<file path="src/rtl/cdtt_ram.sv">
`timescale 1ns / 1ps
`default_nettype none
// ----------------------------------------------------------------------------
// cdtt_ram: generic single-port-write, single-port-read RAM
// One write and one registered read per cycle.
// ----------------------------------------------------------------------------
module cdtt_ram #(
  parameter int WIDTH = 32,
  parameter int DEPTH = 64
) (
  input  wire logic                     clk,
  input  wire logic                     we,
  input  wire logic [$clog2(DEPTH)-1:0] waddr,
  input  wire logic [WIDTH-1:0]         wdata,
  input  wire logic [$clog2(DEPTH)-1:0] raddr,
  output logic      [WIDTH-1:0]         rdata
);
  logic [WIDTH-1:0] mem [DEPTH];

  always_ff @(posedge clk) begin
    if (we) begin
      mem[waddr] <= wdata;
    end
    rdata <= mem[raddr];
  end
endmodule
`default_nettype wire

</file>
<file path="config.mk">
export PLATFORM = sky130hd
export DESIGN_NAME = cdtt_ram
export DESIGN_NICKNAME = d
export VERILOG_FILES = /design/src/rtl/cdtt_ram.sv
export SDC_FILE = /design/constraint.sdc
export NUM_CORES = 2
export LEC_CHECK = 0
export BUFFER_PORTS_ARGS = -buffer_cell sky130_fd_sc_hd__clkbuf_2
export CORE_UTILIZATION = 65
export CTS_BUF_LIST = sky130_fd_sc_hd__clkbuf_4 sky130_fd_sc_hd__clkbuf_8
export CTS_CLUSTER_DIAMETER = 150
export CTS_CLUSTER_SIZE = 24
export DETAILED_ROUTE_END_ITERATION = 12
export PLACE_DENSITY = 0.82
export SLEW_MARGIN = 20
export SYNTH_ARGS = -nofsm -noshare
export SYNTH_HDL_FRONTEND = slang
export SYNTH_SLANG_ARGS = --single-unit
</file>
<file path="constraint.sdc">
create_clock -name clk -period 8.08 [get_ports clk]
set_input_delay 0 -clock clk [delete_from_list [all_inputs] [get_ports clk]]
set_output_delay 0 -clock clk [all_outputs]
set_load 0.1 [all_outputs]
</file>
Yosys cells after proc, flatten, opt, wreduce, memory -nomap -nowiden
Memories as Yosys holds them, arrays and structs flattened. A register that Yosys moved wholly into a read port is not among the register bits. Index checks and enable logic that the tools add are counted.

Muxes and demuxes: 2.

Operators with widths (count): 1-bit two-way mux (2).

RAM bits: 2048. Register bits: 0. Logic and storage cells: 3. Input bits: 46. Memories: 1.

Memory list: mem (words 64, width 32, read ports 1, clocked after memory_dff 1, write ports 1, RTL line 18) `logic [WIDTH-1:0] mem [DEPTH];`.

Longest topological paths before layout
Depth in word-level cells: 2. Mapped depth: 10.

Worst setup path after synthesis
Ideal clock, no wire load.

Path kind: input to register. Start: in waddr[3]. End: mem mem[48][0], enable pin. Required time: 7619 ps. Slack: 4920 ps. Buffers on the path: 1. Stages on the path: 4. Data arrival time: 2699 ps. Setup time: 461 ps. Cell sequence: clkbuf_1 > nor2b_1 > nand4b_1 > nor3_1.

RTL lines: start, declared (RTL line 13) `input wire logic [$clog2(DEPTH)-1:0] waddr,`; end, declared (RTL line 18).

No word-level cell before the write port.

==> flow_metrics.py <==
metrics = {
    "worst_setup_path": {
        "crit_path_cell_trace": "dlygate4sd3_1, buf_4, buf_4, nand2_1, o22ai_1, nor2_1, a21oi_1, nor2_1",
        "cp.buffers_inverters": 3,
        "crit_slowest_cell": "buf_4",
        "path_delay_family": "buffers and inverters",
        "path_depth": 8,
        "arrival_ps": 3700,
        "timing.rr.end": "rdata[30]",
        "critPathCaptureType": "register",
        "cp-start-kind": "input port",
        "reg2reg_from": "mem[12][30]",
        "required_ps": 8790,
        "path_class": "input port to register",
        "r2r_slack_ps": 5580,
        "rr_worst_depth": 4,
        "cpPeakStageDelay_ps": 720,
        "path_max_fanout": 37,
    },
    "placed_design": {
        "hpwl_um": 102000,
        "io_buffers": 77,
        "gp_congestion": 0.811,
        "dp_cells": 4929,
    },
    "sta": {
        "finalSetupTns_ps": 0,
        "fin_worst_skew_ps": 38.6,
        "worst_pin_slew_ps": 1180,
        "max_freq_mhz": 334,
        "grt_setup_unrepaired": "false",
        "finalCritPeriodShare_pct": 37.1,
        "period_needed_ps": 3000,
        "slew_headroom_pct": 21.3,
        "report.final.hold_viol_count": 0,
        "setup_viol": 0,
        "timing.hold.ws_ps": 152,
        "slew_viol_final": 0,
    },
    "detailed_routing": {
        "post-route-drc-count": 0,
        "drtIter0Drc": 5682,
        "vias": 37000,
        "dr.pass1.iters": 5,
        "wl_um": 187000,
        "ant_nets": 0,
        "viasPerCell": 7.20,
        "wl_per_cell_um": 36.3,
    },
    "global_routing": {
        "gr-total-overflow": 0,
        "grt_pass1_vias": 37400,
        "grt_usage_pct": 31.3,
        "grt_max_degree": 123,
        "antenna_found_initial": 14,
        "grt_pass1_wl_um": 264000,
    },
    "finish": {
        "finalNonFillerCells": 5142,
        "fin_nets": 3498,
        "fill_cells": 6697,
        "syn_to_final_growth_pct": 6.55,
        "final_layout_size_suffix_gt1_share_pct": 27.3,
    },
    "cts": {
        "clk_latency_ps": 870,
        "path_clk_slew_ps": 140,
        "cts_setup_buffers": 0,
        "h-tree-depth": 3,
        "cts_tree": "yes",
        "cts_buffers": 96,
        "ctsLongestPathBuffers": 3,
        "cts.sinks": 2080,
        "root_buffer": "clkbuf_8",
    },
    "logic_synthesis": {
        "syn_area_um2": 78500,
        "seq_area_frac_synth_pct": 79.1,
        "ys.flop_type": "edfxtp_1",
        "synth_edf_count": 2048,
        "syn_nets": 3370,
        "syn_avg_cell_area_um2": 23.6,
        "syn_inst": 3324,
        "yosys_warnings": 0,
        "synthArstFlopShare_pct": 0,
        "synth_seq_cells": 2080,
        "yosysUniqueCellTypes": 34,
    },
    "die": {
        "die_h_um": 350,
        "core_area_um2": 120000,
        "num_rows": 127,
        "dieArea_um2": 122000,
        "ios": 78,
        "die_x_um": 350,
        "start_util_pct": 65.5,
    },
    "pwr": {
        "peakVddDrop_v": 0.000202,
        "p_leak_nw": 25.4,
        "powerDensity_nw_per_um2": 210,
    },
    "job": {
        "maxCapViolCount": 0,
    },
    "run_status": {
        "status": "completed",
    },
    "worst_hold_path": {
        "holdPathStages": 4,
        "holdCritPathClass": "input port to register",
        "hold_path_startpoint": "raddr[2]",
        "min_to": "rdata[23]",
    },
}
synth_stat cells, drive strengths merged (5+ instances only):
library cell | number | area [µm²]
a21oi | 62 | 310
a22oi | 12 | 90.1
a311oi | 8 | 70.1
buf | 108 | 608
clkbuf | 74 | 278
dfxtp | 32 | 641
edfxtp | 2048 | 61500
mux2i | 93 | 931
mux4 | 544 | 12300
nand2 | 26 | 97.6
nand2b | 8 | 50.1
nand3 | 5 | 25.0
nand3b | 5 | 37.5
nor2 | 137 | 514
nor2b | 15 | 93.8
nor3 | 7 | 35.0
o221ai | 27 | 236
o22ai | 84 | 526
or3b | 5 | 43.8
cells in the final DEF (no fill, tap or decap), types with 4 or more instances in the layout:
cell and count:
buf_4 112, clkbuf_8 99, a41o_1 4, dfxtp_1 32, and3_1 4, nor3_1 5, nor2_4 62, nand3b_1 5
a21oi_1 62, dlygate4sd3_1 37, a311oi_1 8, buf_12 4, mux4_2 544, clkbuf_4 66, buf_2 10, a22oi_1 12
o32ai_1 4, mux2i_1 93, nand3_1 5, nand2_1 24, clkbuf_2 45, o22ai_1 84, edfxtp_1 2048, nor2b_1 14
diode_2 8, nor2_1 74, o221ai_1 27, nand2b_1 7
routing by layer:
layer | vias up | global-route usage, % | routed length (µm)
li1 | 14400 | - | -
met1 | 19300 | 43.3 | 62700
met2 | 2853 | 50.0 | 91500
met3 | 457 | 6.56 | 24500
met4 | 10 | 12.0 | 8130
met5 | - | 0 | 64
state kept, by name (all words and copies together), names as in the netlist:
signal / count
mem: 2048
rdata: 32
report_power, final:
part	switching (mW)	total, mW	internal, mW
logic	0.819	1.21	0.396
clock network	2.94	4.39	1.46
registers	0.0504	12.0	11.9
total	3.81	17.6	13.8
repair_timing:
item,4_1_cts,5_1_grt
resized for setup,0,0
hold endpoints to repair,339,1728
hold buffers,10,27
cell type report:
class	count	area (µm²)	area share, %
sequential	2080	62100	74.3
multi-input combinational	1062	16000	19.1
tap	1612	2020	2.41
clock buffer	164	1850	2.21
timing repair buffer	212	1620	1.94
clock inverter	4	31.3	0.0374
antenna	8	20.0	0.0239
logic make-up after synthesis:
kind of cell | share of synthesized area (%)
DFF | 79.1
muxes | 16.8
and+or+nand+nor | 1.27
buffers and inverters | 1.13
AOI/OAI and AO/OA | 1.67
worst min-delay path: stages:
cell and delay, ps:
buf_8 220, mux4_2 430, o22ai_1 150, nor2_1 130
per-stage QoR:
stage               cell area (µm²)  worst slack, ps  total power, mW  util (%)
finish                        83700             5080             17.6      69.8
global route                  83700             5060             18.0      69.8
CTS                           83300             4940             17.6      69.5
floorplan                     78500             4920             12.9         -
global placement              81300             4200             13.4      67.9
detailed placement            81300             4040             13.4      67.9
worst max-delay path by stage:
stage	slack [ps]	startpoint	end
4_1_cts	4940	raddr[1]	rdata[22]
3_3_place_gp	4200	raddr[1]	rdata[22]
5_1_grt	5060	raddr[3]	rdata[10]
2_1_floorplan	4920	waddr[3]	mem[48][0]
3_5_place_dp	4040	raddr[1]	rdata[22]
6_report	5080	raddr[3]	rdata[10]
No activity file was read; power rests on OpenSTA's default activity.
