==> config.mk <==
export PLATFORM = sky130hd
export DESIGN_NAME = cdtt_mul
export DESIGN_NICKNAME = d
export VERILOG_FILES = /design/src/rtl/cdtt_pkg.sv /design/src/rtl/cdtt_mul.sv
export SDC_FILE = /design/constraint.sdc
export NUM_CORES = 2
export LEC_CHECK = 0
export ABC_CLOCK_PERIOD_IN_PS = 11800
export BUFFER_PORTS_ARGS = -buffer_cell sky130_fd_sc_hd__buf_4
export CAP_MARGIN = 10
export CORE_UTILIZATION = 45
export CTS_BUF_LIST = sky130_fd_sc_hd__clkbuf_16
export CTS_CLUSTER_SIZE = 10
export DETAILED_ROUTE_END_ITERATION = 6
export HOLD_SLACK_MARGIN = 0.1
export PLACE_DENSITY_LB_ADDON = 0.2
export SLEW_MARGIN = 20
export SYNTH_ARGS = -nofsm -noshare
export SYNTH_HDL_FRONTEND = slang
export SYNTH_SLANG_ARGS = --single-unit
==> constraint.sdc <==
create_clock -name clk -period 11.8 [get_ports clk]
set_clock_uncertainty 0.15 [all_clocks]
set_input_delay 2.36 -clock clk [delete_from_list [all_inputs] [get_ports clk]]
set_output_delay 2.36 -clock clk [all_outputs]
set_load 0.1 [all_outputs]
==> src/rtl/cdtt_pkg.sv <==
`timescale 1ns / 1ps
`default_nettype none
// ----------------------------------------------------------------------------
// cdtt_pkg: shared types, constants and arithmetic helpers
// Fixed-point constants, coefficient tables, sequencer states and rounding.
// ----------------------------------------------------------------------------
package cdtt_pkg;

  localparam int MUL_W    = 34;
  localparam int PROD_W   = 2 * MUL_W;
  localparam int COEF_LEN = 64;

  typedef logic signed [MUL_W-1:0]  mul_t;
  typedef logic signed [PROD_W-1:0] prod_t;

  localparam longint SIN_C1 = 1686629713;
  localparam longint SIN_C3 = 693598669;
  localparam longint SIN_C5 = 85569306;
  localparam longint SIN_C7 = 5026995;
  localparam longint SIN_C9 = 172272;
  localparam longint INV_TWO_PI_Q32 = 683565276;

  localparam logic [31:0] QUARTER_TURN = 32'h4000_0000;
  localparam logic [31:0] HALF_TURN    = 32'h8000_0000;

  typedef struct packed {
    logic [31:0] phase_step;
    logic [15:0] loop_gain;
  } cfg_t;

  typedef enum logic [0:0] {
    REG_PHASE_STEP,
    REG_LOOP_GAIN
  } reg_idx_t;

  typedef enum logic [4:0] {
    ST_IDLE,
    ST_SIN_U,
    ST_SIN_SQ,
    ST_SIN_U2,
    ST_SIN_MUL,
    ST_SIN_ADD,
    ST_SIN_FMUL,
    ST_SIN_FIN,
    ST_MIX_MUL,
    ST_MIX,
    ST_WRITE,
    ST_FIR_RD,
    ST_FIR_MI,
    ST_FIR_MQ,
    ST_FIR_LAST,
    ST_FIR_END,
    ST_LOOP_M1,
    ST_LOOP_M2,
    ST_LOOP_M3,
    ST_LOOP_UPD,
    ST_BQ_M0,
    ST_BQ_M1,
    ST_BQ_M2,
    ST_BQ_M3,
    ST_BQ_END,
    ST_SQ_M,
    ST_SQ,
    ST_OUT
  } state_t;

  localparam int PULSE_MICRO [COEF_LEN] = '{
    0, 163, 0, -576, -1624, -3164, -5162, -7522,
    -10081, -12608, -14806, -16326, -16777, -15752, -12850, -7702,
    0, 10474, 23826, 40029, 58914, 80159, 103297, 127730,
    152748, 177557, 201320, 223195, 242375, 258132, 269854, 277080,
    279521, 277080, 269854, 258132, 242375, 223195, 201320, 177557,
    152748, 127730, 103297, 80159, 58914, 40029, 23826, 10474,
    0, -7702, -12850, -15752, -16777, -16326, -14806, -12608,
    -10081, -7522, -5162, -3164, -1624, -576, 0, 163
  };

  typedef logic signed [31:0] coef_tab_t [COEF_LEN];

  function automatic longint micro_to_q30(input longint m);
    return (m * 64'sd1073741824 + (m >= 0 ? 64'sd500000 : -64'sd500000)) / 64'sd1000000;
  endfunction

  function automatic longint nano_to_q30(input longint n);
    return (n * 64'sd1073741824 + (n >= 0 ? 64'sd500000000 : -64'sd500000000))
           / 64'sd1000000000;
  endfunction

  function automatic coef_tab_t build_pulse();
    coef_tab_t t;
    for (int k = 0; k < COEF_LEN; k++) begin
      t[k] = 32'(micro_to_q30(longint'(PULSE_MICRO[k])));
    end
    return t;
  endfunction

  localparam coef_tab_t PULSE_Q30 = build_pulse();

  localparam logic signed [31:0] BPF1_B0 = 32'(nano_to_q30(12699218));
  localparam logic signed [31:0] BPF1_A1 = 32'(nano_to_q30(-1936701629));
  localparam logic signed [31:0] BPF1_A2 = 32'(nano_to_q30(974601564));
  localparam logic signed [31:0] BPF2_B0 = 32'(nano_to_q30(25080988));
  localparam logic signed [31:0] BPF2_A1 = 32'(nano_to_q30(-1801569787));
  localparam logic signed [31:0] BPF2_A2 = 32'(nano_to_q30(949838024));

  // Taps beyond the table weigh nothing
  function automatic logic signed [31:0] tap_coef(input logic [7:0] k);
    if (k < 8'(COEF_LEN)) begin
      return PULSE_Q30[k[5:0]];
    end
    return 32'sd0;
  endfunction

  // Odd polynomial terms, highest first after C9
  function automatic mul_t sin_add(input logic [1:0] i);
    case (i)
      2'd0:    return -mul_t'(SIN_C7);
      2'd1:    return mul_t'(SIN_C5);
      2'd2:    return -mul_t'(SIN_C3);
      default: return mul_t'(SIN_C1);
    endcase
  endfunction

  // Shift right, ties toward plus infinity
  function automatic prod_t rnd_shift(input prod_t v, input int unsigned s);
    prod_t h;
    prod_t t;
    h = PROD_W'(1) << (s - 1);
    t = v + h;
    return t >>> s;
  endfunction

  function automatic logic signed [15:0] sat16(input prod_t v);
    if (v > 68'sd32767) begin
      return 16'sh7fff;
    end
    if (v < -68'sd32768) begin
      return 16'sh8000;
    end
    return v[15:0];
  endfunction

  function automatic logic signed [31:0] sat32(input prod_t v);
    if (v > 68'sd2147483647) begin
      return 32'sh7fff_ffff;
    end
    if (v < -68'sd2147483648) begin
      return 32'sh8000_0000;
    end
    return v[31:0];
  endfunction

endpackage
`default_nettype wire

==> src/rtl/cdtt_mul.sv <==
`timescale 1ns / 1ps
`default_nettype none
// ----------------------------------------------------------------------------
// cdtt_mul: shared signed multiplier
// One signed product per cycle, registered at the output.
// ----------------------------------------------------------------------------
module cdtt_mul (
  input  wire logic               clk,
  input  wire cdtt_pkg::mul_t     a,
  input  wire cdtt_pkg::mul_t     b,
  output cdtt_pkg::prod_t         prod
);
  import cdtt_pkg::*;

  always_ff @(posedge clk) begin
    prod <= prod_t'(a) * prod_t'(b);
  end
endmodule
`default_nettype wire

## After elaboration in Yosys (flattened, before gate mapping)

Index checks and enable logic that the tools add are counted.

| cells by class | value |
|---|---|
| $mul | 1 |

Operators with widths:

| cell | count |
|---|---|
| $mul A34 B34 Y68 | 1 |

| word-level totals | value |
|---|---|
| output and inout port bits | 68 |
| input bits | 69 |
| word-level logic and storage cells | 2 |
| bits in registers | 68 |

## Logic depth before layout (Yosys ltp)

| logic depth | value |
|---|---|
| depth in word-level cells | 1 |
| mapped depth | 31 |

## Worst setup path after synthesis

Ideal clock, no wire load.

| timing path | value |
|---|---|
| path kind | input-to-reg |
| start point | input port a[33] |
| end point | register prod[65] |
| setup slack | 1800 ps |
| stages on the path | 24 |
| data required time | 11578 ps |
| buffers on the path | 2 |
| data arrival time | 9778 ps |
| cell sequence | clkbuf_1 nand2_1 inv_1 fa_1 fa_1 fa_1 fa_1 inv_1 fa_1 fa_1 fa_1 fa_1 inv_1 ha_1 clkdlybuf4s50_2 nand3_1 or2_2 nor2_1 a221oi_1 o21ai_0 a31oi_2 nor2_2 o41ai_2 xnor2_1 |

| on the way | value |
|---|---|
| longest elaborated chain between the ends | 1 |

RTL lines:

| element | line | text |
|---|---|---|
| from (decl) | cdtt_mul.sv:9 | `input wire cdtt_pkg::mul_t a,` |
| $mul A34 B34 Y68 | cdtt_mul.sv:16 | `prod <= prod_t'(a) * prod_t'(b);` |
| to (signal assigned) | cdtt_mul.sv:16 |  |
| to (decl) | cdtt_mul.sv:11 | `output cdtt_pkg::prod_t prod` |

No other way between the ends.

## Worst setup path in the final report

| timing path | value |
|---|---|
| start point | input port a[33] |
| end point | register prod[67] |

Same word-level chain as after synthesis.

==> impl_metrics.env <==
export IMPL_grt_max_degree=35
export IMPL_postRouteAntennaNets=0
export IMPL_synth_top_area_cell="fa_1"
export IMPL_finalHoldViolCount=0
export IMPL_startpoint_type="input port"
export IMPL_crit_arrival_ns=10.51
export IMPL_hold_buffers=0
export IMPL_syn_mean_instance_area_um2=9.45
export IMPL_drc=0
export IMPL_clock_root_buffer="clkbuf_16"
export IMPL_io_buffers=136
export IMPL_grt_usage_pct=26.0
export IMPL_hp_class="in -> reg"
export IMPL_die_y_um=311
export IMPL_final_cell_mix="1,241 x fa_1, 1,231 x inv_1, 621 x and2_1"
export IMPL_drive_gt1_share_pct=4.19
export IMPL_critPathKind="in -> reg"
export IMPL_die_x_um=311
export IMPL_yosysWarnings=0
export IMPL_initial_utilization_pct=45.4
export IMPL_cp_max_fo=34
export IMPL_clk_pin_slew_ns=0.07
export IMPL_regMostFlops="prod"
export IMPL_dp_hpwl_um=90500
export IMPL_drt_wl_total_um=117000
export IMPL_cts_tree="done"
export IMPL_worstMarginPinSlew_ns=1.05
export IMPL_routabilityCongestion=0.880
export IMPL_async_flop_share_pct=0
export IMPL_area_delta_synth_final_pct=4.71
export IMPL_seq_area_frac_synth_pct=3.16
export IMPL_drt_iter0_drc=1531
export IMPL_hold_path_startpoint="b[0]"
export IMPL_vias=29400
export IMPL_tns_ns=0
export IMPL_reg_top3="prod x68"
export IMPL_synth_seq_cells=68
export IMPL_coreArea_um2=94900
export IMPL_htreeDepth=3
export IMPL_cp_required_ns=11.96
export IMPL_setup_violations=0
export IMPL_relSlewSlack_pct=29.4
export IMPL_synth_area_leaders="fa_1 58%, inv_1 11%, and2_1 9.0%, ha_1 5.9%, nand2_1 4.7%"
export IMPL_antenna_found_initial=14
export IMPL_ff_latch_area_um2=1360
export IMPL_clock_path_buffers=2
export IMPL_syn_inst=4554
export IMPL_syn_num_nets=6068
export IMPL_grt_pass1_wl_um=192000
export IMPL_max_freq_mhz=96.6
export IMPL_synth_distinct_cells=69
export IMPL_drt_pass1_iterations=5
export IMPL_ys_flop_type="dfxtp_1"
export IMPL_multiInputGateArea_um2=36100
export IMPL_rsz0062_at_grt="no"
export IMPL_via_per_inst=5.12
export IMPL_wire_per_inst_um=20.4
export IMPL_synth_edff_count=0
export IMPL_grt_pass1_vias=33000
export IMPL_cts_buffers=9
export IMPL_std_cell_rows=113
export IMPL_largest_reg_flops=68
export IMPL_status="complete, no violations"
export IMPL_layout_commonest_cell="fa_1"
export IMPL_dieArea_um2=96900
export IMPL_synth_area_um2=43000
export IMPL_fillers=9172
export IMPL_whs_path_depth=2
export IMPL_synth_top_area_share_pct=57.7
export IMPL_period_share_pct=87.8
export IMPL_grt_overflow_total=0
export IMPL_crit_path_end_kind="register"
export IMPL_clock_sinks=68
export IMPL_min_period_ns=10.36
export IMPL_post_cts_buffers=0
export IMPL_hold_end="prod[0]"
export IMPL_cts_resized=0
export IMPL_maxSlewViolCount=0
export IMPL_cap_violations=0
export IMPL_ios=137
export IMPL_nets=5994
## synthesized netlist by cell type, types with 4 or more instances
| cell | instances |
|---|---|
| buf_4 | 4 |
| o21a_1 | 4 |
| and3_1 | 5 |
| inv_1 | 1231 |
| or2_2 | 4 |
| nand2b_1 | 20 |
| nor3_1 | 5 |
| ha_1 | 204 |
| fa_1 | 1241 |
| and2_1 | 621 |
| o21ai_0 | 31 |
| xor2_1 | 23 |
| a211oi_1 | 6 |
| a21oi_1 | 61 |
| a21o_1 | 37 |
| a31oi_1 | 7 |
| nand3_1 | 11 |
| clkbuf_1 | 214 |
| o21bai_1 | 12 |
| o21ai_1 | 7 |
| nand4_1 | 11 |
| nor2b_1 | 9 |
| nand2_1 | 542 |
| dfxtp_1 | 68 |
| xnor2_1 | 56 |
| nor2_1 | 54 |
## final cells by class
cell class	instances	area share, %
multi-input combinational	3026	80.2
inverter	1232	10.3
tap	1265	3.51
sequential	68	3.02
timing repair buffer	143	2.38
clock buffer	9	0.500
clock inverter	7	0.0944
antenna	2	0.0111
## worst max-delay path: stages
cell and delay, ns:
buf_4 0.25, nand2_1 0.18, inv_1 0.10, fa_1 0.75, inv_1 0.19, fa_1 0.51, inv_1 0.05, fa_1 0.49
inv_1 0.05, fa_1 0.53, inv_1 0.06, fa_1 0.49, fa_1 0.50, fa_1 0.49, inv_1 0.05, fa_1 0.47
inv_1 0.04, ha_1 0.53, nand2_1 0.10, o21ai_1 0.26, or2_2 0.19, nor2b_1 0.16, or4_1 0.62, o21ai_4 0.34
a31oi_2 0.23, o21ai_0 0.26, a21oi_1 0.11, xnor2_1 0.12
## kinds of logic after synthesis
| logic type | share of synthesized area (%) |
|---|---|
| XOR/XNOR | 1.61 |
| adder cells (fa/ha/maj) | 63.7 |
| AO/OA/AOI/OAI | 3.35 |
| buffers and inverters | 12.8 |
| flip-flops | 3.16 |
| AND/OR/NAND/NOR | 15.4 |
## layer usage
metal  wire length (um)  part of all wire [%]  track usage, %
met4               3130                   2.7            7.15
met1              49100                    42            34.8
met2              57500                    49            43.4
met3               7590                   6.5            4.66
met5                 79                 0.067               0
## worst max-delay path by stage
stage / startpoint / end / slack, ns / cells past startpoint
finish: a[33] / prod[67] / 1.44 / 28
global route: b[7] / prod[66] / 1.09 / 23
CTS: a[33] / prod[66] / 1.45 / 21
detailed placement: a[33] / prod[66] / 1.05 / 21
global placement: a[33] / prod[66] / 1.10 / 21
floorplan: a[33] / prod[65] / 1.80 / 24
## metrics by stage
step                      instances  utilization [%]  hold slack [ns]  instance area (um2)  setup WS [ns]
after floorplan                4554                -             2.34                43000           1.80
after global placement         5734             47.2             2.70                44800           1.10
after detailed placement       5734             47.2             2.71                44800           1.05
after CTS                      5750             47.5             2.25                45100           1.45
after global routing           5750             47.5             2.30                45100           1.09
final                          5752             47.5             2.26                45100           1.44
Power is left out: the tool's default activity adds up to more than one toggle a clock period on the data nets, which glitch-free logic cannot reach.
