==> src/rtl/cdtt_pkg.sv <==
`timescale 1ns / 1ps
`default_nettype none
// ----------------------------------------------------------------------------
// cdtt_pkg: shared types, constants and arithmetic helpers
// Fixed-point constants, coefficient tables, sequencer states and rounding.
// ----------------------------------------------------------------------------
package cdtt_pkg;

  localparam int MUL_W    = 34;
  localparam int PROD_W   = 2 * MUL_W;
  localparam int COEF_LEN = 64;

  typedef logic signed [MUL_W-1:0]  mul_t;
  typedef logic signed [PROD_W-1:0] prod_t;

  localparam longint SIN_C1 = 1686629713;
  localparam longint SIN_C3 = 693598669;
  localparam longint SIN_C5 = 85569306;
  localparam longint SIN_C7 = 5026995;
  localparam longint SIN_C9 = 172272;
  localparam longint INV_TWO_PI_Q32 = 683565276;

  localparam logic [31:0] QUARTER_TURN = 32'h4000_0000;
  localparam logic [31:0] HALF_TURN    = 32'h8000_0000;

  typedef struct packed {
    logic [31:0] phase_step;
    logic [15:0] loop_gain;
  } cfg_t;

  typedef enum logic [0:0] {
    REG_PHASE_STEP,
    REG_LOOP_GAIN
  } reg_idx_t;

  typedef enum logic [4:0] {
    ST_IDLE,
    ST_SIN_U,
    ST_SIN_SQ,
    ST_SIN_U2,
    ST_SIN_MUL,
    ST_SIN_ADD,
    ST_SIN_FMUL,
    ST_SIN_FIN,
    ST_MIX_MUL,
    ST_MIX,
    ST_WRITE,
    ST_FIR_RD,
    ST_FIR_MI,
    ST_FIR_MQ,
    ST_FIR_LAST,
    ST_FIR_END,
    ST_LOOP_M1,
    ST_LOOP_M2,
    ST_LOOP_M3,
    ST_LOOP_UPD,
    ST_BQ_M0,
    ST_BQ_M1,
    ST_BQ_M2,
    ST_BQ_M3,
    ST_BQ_END,
    ST_SQ_M,
    ST_SQ,
    ST_OUT
  } state_t;

  localparam int PULSE_MICRO [COEF_LEN] = '{
    0, 163, 0, -576, -1624, -3164, -5162, -7522,
    -10081, -12608, -14806, -16326, -16777, -15752, -12850, -7702,
    0, 10474, 23826, 40029, 58914, 80159, 103297, 127730,
    152748, 177557, 201320, 223195, 242375, 258132, 269854, 277080,
    279521, 277080, 269854, 258132, 242375, 223195, 201320, 177557,
    152748, 127730, 103297, 80159, 58914, 40029, 23826, 10474,
    0, -7702, -12850, -15752, -16777, -16326, -14806, -12608,
    -10081, -7522, -5162, -3164, -1624, -576, 0, 163
  };

  typedef logic signed [31:0] coef_tab_t [COEF_LEN];

  function automatic longint micro_to_q30(input longint m);
    return (m * 64'sd1073741824 + (m >= 0 ? 64'sd500000 : -64'sd500000)) / 64'sd1000000;
  endfunction

  function automatic longint nano_to_q30(input longint n);
    return (n * 64'sd1073741824 + (n >= 0 ? 64'sd500000000 : -64'sd500000000))
           / 64'sd1000000000;
  endfunction

  function automatic coef_tab_t build_pulse();
    coef_tab_t t;
    for (int k = 0; k < COEF_LEN; k++) begin
      t[k] = 32'(micro_to_q30(longint'(PULSE_MICRO[k])));
    end
    return t;
  endfunction

  localparam coef_tab_t PULSE_Q30 = build_pulse();

  localparam logic signed [31:0] BPF1_B0 = 32'(nano_to_q30(12699218));
  localparam logic signed [31:0] BPF1_A1 = 32'(nano_to_q30(-1936701629));
  localparam logic signed [31:0] BPF1_A2 = 32'(nano_to_q30(974601564));
  localparam logic signed [31:0] BPF2_B0 = 32'(nano_to_q30(25080988));
  localparam logic signed [31:0] BPF2_A1 = 32'(nano_to_q30(-1801569787));
  localparam logic signed [31:0] BPF2_A2 = 32'(nano_to_q30(949838024));

  // Taps beyond the table weigh nothing
  function automatic logic signed [31:0] tap_coef(input logic [7:0] k);
    if (k < 8'(COEF_LEN)) begin
      return PULSE_Q30[k[5:0]];
    end
    return 32'sd0;
  endfunction

  // Odd polynomial terms, highest first after C9
  function automatic mul_t sin_add(input logic [1:0] i);
    case (i)
      2'd0:    return -mul_t'(SIN_C7);
      2'd1:    return mul_t'(SIN_C5);
      2'd2:    return -mul_t'(SIN_C3);
      default: return mul_t'(SIN_C1);
    endcase
  endfunction

  // Shift right, ties toward plus infinity
  function automatic prod_t rnd_shift(input prod_t v, input int unsigned s);
    prod_t h;
    prod_t t;
    h = PROD_W'(1) << (s - 1);
    t = v + h;
    return t >>> s;
  endfunction

  function automatic logic signed [15:0] sat16(input prod_t v);
    if (v > 68'sd32767) begin
      return 16'sh7fff;
    end
    if (v < -68'sd32768) begin
      return 16'sh8000;
    end
    return v[15:0];
  endfunction

  function automatic logic signed [31:0] sat32(input prod_t v);
    if (v > 68'sd2147483647) begin
      return 32'sh7fff_ffff;
    end
    if (v < -68'sd2147483648) begin
      return 32'sh8000_0000;
    end
    return v[31:0];
  endfunction

endpackage
`default_nettype wire

==> src/rtl/cdtt_regs.sv <==
`timescale 1ns / 1ps
`default_nettype none
// ----------------------------------------------------------------------------
// cdtt_regs: configuration registers
// APB-style write and read of the phase step and the loop gain.
// ----------------------------------------------------------------------------
module cdtt_regs (
  input  wire logic         clk,
  input  wire logic         rst_n,
  input  wire logic         psel,
  input  wire logic         penable,
  input  wire logic         pwrite,
  input  wire logic [2:0]   paddr,
  input  wire logic [31:0]  pwdata,
  output logic      [31:0]  prdata,
  output logic              pready,
  output cdtt_pkg::cfg_t    cfg
);
  import cdtt_pkg::*;

  cfg_t     cfg_r;
  cfg_t     cfg_nxt;
  reg_idx_t idx;
  logic     wr_en;

  assign pready = 1'b1;
  assign idx    = reg_idx_t'(paddr[2]);
  assign wr_en  = psel && penable && pwrite && pready;
  assign cfg    = cfg_r;

  always_comb begin
    cfg_nxt = cfg_r;
    prdata  = 32'd0;
    case (idx)
      REG_PHASE_STEP: begin
        prdata = cfg_r.phase_step;
        if (wr_en) begin
          cfg_nxt.phase_step = pwdata;
        end
      end
      REG_LOOP_GAIN: begin
        prdata = {16'd0, cfg_r.loop_gain};
        if (wr_en) begin
          cfg_nxt.loop_gain = pwdata[15:0];
        end
      end
      default: begin
        prdata = 32'd0;
      end
    endcase
  end

  always_ff @(posedge clk) begin
    if (!rst_n) begin
      cfg_r.phase_step <= 32'h4000_0000;
      cfg_r.loop_gain  <= 16'd655;
    end else begin
      cfg_r <= cfg_nxt;
    end
  end
endmodule
`default_nettype wire

==> config.mk <==
export PLATFORM = sky130hd
export DESIGN_NAME = cdtt_regs
export DESIGN_NICKNAME = d
export VERILOG_FILES = /design/src/rtl/cdtt_pkg.sv /design/src/rtl/cdtt_regs.sv
export SDC_FILE = /design/constraint.sdc
export NUM_CORES = 1
export LEC_CHECK = 0
export BUFFER_PORTS_ARGS = -buffer_cell sky130_fd_sc_hd__buf_2
export CAP_MARGIN = 20
export CORE_ASPECT_RATIO = 0.6
export CORE_MARGIN = 2
export CORE_UTILIZATION = 25
export DETAILED_ROUTE_END_ITERATION = 10
export GPL_ROUTABILITY_DRIVEN = 0
export GPL_TIMING_DRIVEN = 0
export SKIP_LAST_GASP = 1
export SLEW_MARGIN = 25
export SYNTH_ARGS = -nofsm -noshare
export SYNTH_HDL_FRONTEND = slang
export SYNTH_SLANG_ARGS = --single-unit
==> constraint.sdc <==
create_clock -name clk -period 3.25 [get_ports clk]
set_clock_uncertainty 0.05 [all_clocks]
set_input_delay 0.4875 -clock clk [delete_from_list [all_inputs] [get_ports clk]]
set_output_delay 0.4875 -clock clk [all_outputs]
set_load 0.01 [all_outputs]
; Yosys cells after proc, flatten, opt, wreduce, memory -nomap -nowiden
; Cells that the tools add are included.
[word_totals]
elab_cells = 8
regBits = 48
[op_classes]
n_reduce_logical = 4
bitwise = 1
muxes = 1
[ops]
columns = op, count
row1 = one-hot mux 32 bit (2 select lines), 1
row2 = AND reduction 2 bit, 2
row3 = logical AND 1 bit, 2
row4 = inverter 1 bit, 1

; Logic depth before layout (Yosys ltp)
; Gate-level depths: netlist of run 1.
[logic_depth]
ltp_word = 3
mapped_depth = 5
depth_no_buf = 2

; Worst setup path after synthesis of run 1
; OpenSTA, ideal clock, no wires.
[synth_path]
path_kind = input-to-output
start = in paddr[2]
end = out prdata[10]
path_slack_ps = 1558
arrival_ps = 1155
path_stages = 3
path_buffers = 2
cell_sequence = buf_6 buf_2 mux2_2
[synth_via]
elab_chain_cells = 2
[synth_rtl]
columns = element, line_no
row1 = "start, declared", cdtt_regs.sv:13  ; input wire logic [2:0] paddr,
row2 = inverter 1 bit, n/a
row3 = one-hot mux 32 bit (2 select lines) *, cdtt_regs.sv:34  ; case (idx)
row4 = "end, declared", cdtt_regs.sv:15  ; output logic [31:0] prdata,
; Mark *: on every way between the ends. The rest lies on a longest branch, timed or not.

; Worst setup path in the final report of run 1
[layout_path]
start = in paddr[2]
end = out prdata[11]
; The elaborated chain is that of the path after synthesis.

==> impl_metrics.py, run 1 <==
metrics = {
    "route": {
        "dr_total_vias": 2026,
        "wl_per_cell_um": 13.94,
        "drt_iter0_drc": 61,
        "routed_wl_mm": 6.608,
        "postRouteAntennaNets": 0,
        "viasPerCell": 4.274,
        "route.detailed.drc": 0,
        "dr.pass1.iters": 4,
    },
    "clock_tree": {
        "cts_resized": 0,
        "h-tree-depth": 2,
        "cts.clk_slew.worst_paths_ns": 0.07,
        "numCtsBuffers": 5,
        "cts_tree": "done",
        "root_buffer": "clkbuf_16",
        "insertion_delay_ns": 0.29,
        "clockBufferDepth": 2,
        "holdBufCountCts": 0,
        "cts_sinks": 48,
        "postCtsSetupBuffers": 0,
    },
    "final_layout": {
        "regArea_sq_um": 960.9,
        "layout_commonest_cell": "buf_2",
        "largest_reg_flops": 48,
        "nFillCells": 907,
        "finish.instance_area_sq_mm": 0.003117,
        "area_growth_syn_to_layout_pct": 38.47,
        "final_cell_mix": "buf_2, nand2_1, mux2i_1, dfxtp_1, nor2b_1",
        "fin_nets": 401,
        "diodes": 0,
        "multi_input_area_sq_mm": 0.001147,
        "drive_above_1_share_pct": 42.27,
    },
    "status": {
        "status": "finished clean",
    },
    "timing": {
        "setup_viol": 0,
        "fmax_mhz": 507.8,
        "post-route-period-util_pct": 60.60,
        "whs_ns": 0.3916,
        "rsz0062_at_grt": "no",
        "timing.setup.tns_ns": 0,
        "slew_violations": 0,
        "max_slew.worst_pin.slew_ns": 0.7174,
        "slew-limit-headroom_pct": 52.18,
        "min_period_ns": 1.969,
        "finalHoldViolCount": 0,
    },
    "logic_synthesis": {
        "ys_seq_area_share_pct": 42.69,
        "synth_area_sq_mm": 0.002251,
        "synth_seq_cells": 48,
        "yosys.area_share.simple_pct": 21.46,
        "synth_top_family_by_area": "multiplexers",
        "yosysWarnings": 0,
        "synthAdderAreaFrac_pct": 0,
        "synthCells": 239,
        "syn_avg_cell_area_sq_um": 9.418,
        "synthMuxAreaShare_pct": 29.35,
        "syn_nets": 279,
        "synth-compound-area-share_pct": 0,
        "synth.distinct_cells": 14,
        "synthXorXnorAreaFrac_pct": 0,
    },
    "worst_setup_path": {
        "reg2reg_slack_ns": 2.56,
        "cp_max_fo": 10,
        "cp-startpoint": "paddr[2]",
        "critical_path_class": "primary input to output port",
        "reg2reg_depth": 2,
        "end_kind": "output port",
        "startpoint_type": "primary input",
        "cp_data_required_time_ns": 2.71,
        "arrival_ns": 1.43,
        "r2r_start": "cfg[15]$_SDFFE_PN0P_",
        "r2r_end": "cfg[15]$_SDFFE_PN0P_",
    },
    "global_routing": {
        "grtUsageTotal_pct": 13.52,
        "busiest_layer": "met2",
        "grt_max_degree": 15,
        "grt_antenna_before_repair": 0,
        "grt-ovfl-total": 0,
        "globalRouteMet1Util_pct": 18.40,
        "grt_pass1_wl_mm": 10.26,
        "grt_pass1_vias": 1984,
        "met2_usage_pct": 20.27,
        "use_met3_pct": 4.552,
    },
    "floorplanning": {
        "io_pins": 121,
        "start_util_pct": 26.11,
        "rows": 26,
        "dieHeight_um": 77.50,
        "die_x_um": 126.5,
        "die-area_sq_mm": 0.009804,
        "fp.coreArea_sq_mm": 0.008621,
    },
    "run": {
        "cap_violations": 0,
    },
    "placed_design": {
        "place_hpwl_mm": 4.935,
        "port_buffers": 115,
        "placed_cell_area_sq_mm": 0.002967,
    },
    "pwr": {
        "p_per_area_mw_per_mm2": 415.8,
        "power_leakage_nw": 1.517,
        "peakVddDrop_uv": 197.5,
    },
    "hold_path": {
        "hold_start": "pwdata[18]",
        "hold_depth": 3,
        "min_path_type": "primary input to flip-flop",
        "min_to": "cfg[34]$_SDFFE_PN0P_",
    },
}
[worst max-delay path: stages]
cell,delay (ns)
buf_6,0.11
buf_2,0.30
mux2_2,0.39
buf_2,0.14
[per-stage QoR]
stage | instances | setup slack (ns) | util [%] | power [mW]
4_1_cts | 474 | 1.289 | 36.15 | 1.316
2_1_floorplan | 239 | 1.558 | - | 0.7097
6_report | 474 | 1.281 | 36.15 | 1.296
5_1_grt | 474 | 1.237 | 36.15 | 1.362
3_5_place_dp | 466 | 1.292 | 34.41 | 0.7787
3_3_place_gp | 466 | 1.311 | 34.41 | 0.7763
[cells by family (layout without fill, tap and decap cells)]
| group | count (synthesis) | after routing |
|---|---|---|
| flip-flops | 48 | 48 |
| other | 1 | 1 |
| buffers and inverters | 21 | 144 |
| multiplexers | 64 | 64 |
| AND/OR/NAND/NOR | 105 | 105 |
[how the worst max path moves through the flow]
stage / to / slack (ns) / cells after the start
finish: prdata[11] / 1.28 / 4
global route: prdata[11] / 1.24 / 4
CTS: prdata[11] / 1.29 / 4
detailed placement: prdata[11] / 1.29 / 4
global placement: prdata[7] / 1.31 / 4
floorplan: prdata[10] / 1.56 / 3
[power by group]
group / internal [mW] / switching (mW) / total [mW]
Clock: 0.307 / 0.225 / 0.532
Combinational: 0.0704 / 0.0829 / 0.153
Sequential: 0.601 / 0.00930 / 0.611
Total: 0.979 / 0.317 / 1.30
[cell type report]
type / count / share of cell area [%]
plain buffers: 21 / 4.576
flip-flops and latches: 48 / 30.83
well taps: 112 / 4.496
clock buffers: 7 / 4.576
multi-input cells: 170 / 36.81
repair buffers: 115 / 18.47
clock inverters: 1 / 0.2409
[routing by layer]
metal / wire (um) / share of wire, %
met1: 3373 / 51
met2: 2707 / 41
met3: 441 / 6.7
met4: 87 / 1.3
met5: 0 / 0
[cell usage after synthesis, drive strengths merged]
| master | number | area [sq um] |
|---|---|---|
| and4b | 1 | 10.01 |
| clkbuf | 6 | 22.52 |
| nand2 | 72 | 270.3 |
| nor2b | 30 | 187.7 |
| and4 | 1 | 8.760 |
| dfxtp | 48 | 960.9 |
| conb | 1 | 3.750 |
| mux2i | 48 | 480.5 |
| nand4 | 1 | 6.260 |
| buf | 15 | 120.1 |
| mux2 | 16 | 180.2 |
No activity file was read; power rests on OpenSTA's default activity.
==> inputs of run 2 (changes only) <==
Settings changed: ABC_AREA set to 1.
Clock period 3.25 ns to 1.8 ns, I/O delays scaled along.
==> impl_metrics.py, run 2 <==
metrics = {
    "logic_synthesis": {
        "synth_area_sq_mm": 0.002434,
        "yosysMostFrequentCell": "nand2_1",
        "synth_seq_cells": 48,
        "syn_nets": 417,
        "synthCells": 377,
        "yosysWarnings": 0,
        "syn_avg_cell_area_sq_um": 6.455,
        "yosys-top-cells-area": "dfxtp_1, nand2_1, nor2_1",
        "ys_seq_area_share_pct": 39.49,
        "synth_edf_count": 0,
        "yosys-top-cells-count": "nand2_1, nor2_1, dfxtp_1",
        "ys.flop_type": "dfxtp_1",
        "async_flop_share_pct": 0,
        "synth.distinct_cells": 16,
        "yosysTopAreaCellShare_pct": 39.49,
        "yosys.area.top_type": "dfxtp_1",
    },
    "pwr": {
        "power_mw": 2.456,
        "power_leakage_nw": 1.816,
        "peakVddDrop_uv": 315.4,
        "p_per_area_mw_per_mm2": 740.2,
    },
    "clock_tree": {
        "cts_tree": "done",
        "postCtsSetupBuffers": 0,
        "cts_resized": 0,
        "holdBufCountCts": 0,
        "clockBufferDepth": 2,
        "root_buffer": "clkbuf_16",
        "cts_sinks": 48,
        "numCtsBuffers": 5,
        "cts.clk_slew.worst_paths_ns": 0.06,
        "insertion_delay_ns": 0.28,
        "h-tree-depth": 2,
    },
    "placed_design": {
        "dp_cells": 622,
        "place_hpwl_mm": 6.234,
        "port_buffers": 115,
    },
    "final_layout": {
        "final_cell_mix": "buf_2, nand2_1, nor2_1",
        "area_growth_syn_to_layout_pct": 36.35,
        "largest_reg_flops": 48,
        "nFillCells": 1077,
        "layout_commonest_cell": "buf_2",
        "finalNonFillerCells": 630,
        "drive_above_1_share_pct": 31.60,
        "fin_nets": 539,
        "diodes": 0,
    },
    "route": {
        "dr_total_vias": 2641,
        "postRouteAntennaNets": 0,
        "wl_per_cell_um": 12.59,
        "route.detailed.drc": 0,
        "dr.pass1.iters": 4,
        "viasPerCell": 4.192,
        "drt_iter0_drc": 86,
        "routed_wl_mm": 7.929,
    },
    "timing": {
        "whs_ns": 0.1569,
        "slew-limit-headroom_pct": 59.80,
        "finalHoldViolCount": 0,
        "min_period_ns": 1.569,
        "slew_violations": 0,
        "timing.setup.tns_ns": 0,
        "max_slew.worst_pin.slew_ns": 0.6029,
        "setup_viol": 0,
        "rsz0062_at_grt": "no",
        "fmax_mhz": 637.4,
        "post-route-period-util_pct": 87.15,
    },
    "global_routing": {
        "grtUsageTotal_pct": 15.61,
        "grt_antenna_before_repair": 0,
        "grt_pass1_vias": 2551,
        "grt_pass1_wl_mm": 12.76,
        "grt-ovfl-total": 0,
        "grt_max_degree": 14,
    },
    "worst_setup_path": {
        "cp_data_required_time_ns": 1.48,
        "end_kind": "output port",
        "critical_path_class": "primary input to output port",
        "startpoint_type": "primary input",
        "arrival_ns": 1.25,
        "cp_max_fo": 10,
    },
    "hold_path": {
        "min_path_type": "primary input to flip-flop",
    },
    "floorplanning": {
        "dieHeight_um": 80.43,
        "start_util_pct": 26.10,
        "io_pins": 121,
        "rows": 27,
        "die-area_sq_mm": 0.01057,
        "die_x_um": 131.4,
        "fp.coreArea_sq_mm": 0.009324,
    },
    "status": {
        "status": "finished clean",
    },
    "run": {
        "cap_violations": 0,
    },
}
## run 2: changes by cell type in the layout (fill, tap and decap cells not counted), sizes merged, moves of 4 or more
cell / previous run / this run
nor2: 0 / 101
inv: 0 / 49
buf: 130 / 134
mux2: 16 / 0
mux2i: 48 / 0
nand2: 72 / 104
nand3: 0 / 49
nor2b: 30 / 0
## run 2: per-stage QoR
step | area, sq um | util [%] | setup slack [ns]
floorplan | 2434 | - | 0.5782
global placement | 3172 | 34.02 | 0.2212
detailed placement | 3172 | 34.02 | 0.2204
CTS | 3318 | 35.59 | 0.2136
global route | 3318 | 35.59 | 0.1061
finish | 3318 | 35.59 | 0.2312
## run 2: final timing paths
kind                                            from                    to  slack [ns]  cells after the start
worst max register to register  cfg[22]$_SDFFE_PN0P_  cfg[22]$_SDFFE_PN0P_        1.12                      2
worst max-delay path                        paddr[2]             prdata[1]        0.23                      5
worst min register to register   cfg[1]$_SDFFE_PN1P_   cfg[1]$_SDFFE_PN1P_        0.43                      2
worst min-delay path                       pwdata[0]   cfg[0]$_SDFFE_PN1P_        0.16                      3
## run 2: layout make-up
cell class	instances	area, sq um	area share [%]
clock buffers	8	146.4	4.412
inverters	49	186.4	5.618
repair buffers	115	575.6	17.35
flip-flops and latches	48	960.9	28.96
well taps	130	162.7	4.902
plain buffers	24	170.2	5.128
multi-input cells	256	1116	33.64
## run 2: where the power goes
group / total [mW] / leakage (nW) / internal [mW] / switching (mW)
sequential: 1.13 / 0.390 / 1.10 / 0.0308
combinational: 0.381 / 1.35 / 0.150 / 0.231
clock: 0.944 / 0.0712 / 0.555 / 0.389
total: 2.46 / 1.82 / 1.81 / 0.651
## run 2: cell families (layout without fill, tap and decap cells)
| family | after synthesis | after routing | synth area share, % |
|---|---|---|---|
| DFF | 48 | 48 | 39.49 |
| buffers and inverters | 73 | 196 | 14.65 |
| and+or+nand+nor | 254 | 254 | 45.50 |
| other | 1 | 1 | 0.1541 |
| AOI/OAI and AO/OA | 1 | 1 | 0.2055 |
## run 2: routing by layer
metal	global-route usage [%]	part of all wire, %
met5	0	0
met4	2.609	0.48
met3	5.556	9.3
met2	25.16	40
met1	20.46	50
## run 2: critical path, cell delays in order
cell and delay, ns:
buf_6 0.14, clkbuf_1 0.49, nand2_1 0.14, nand2_1 0.09, buf_2 0.12
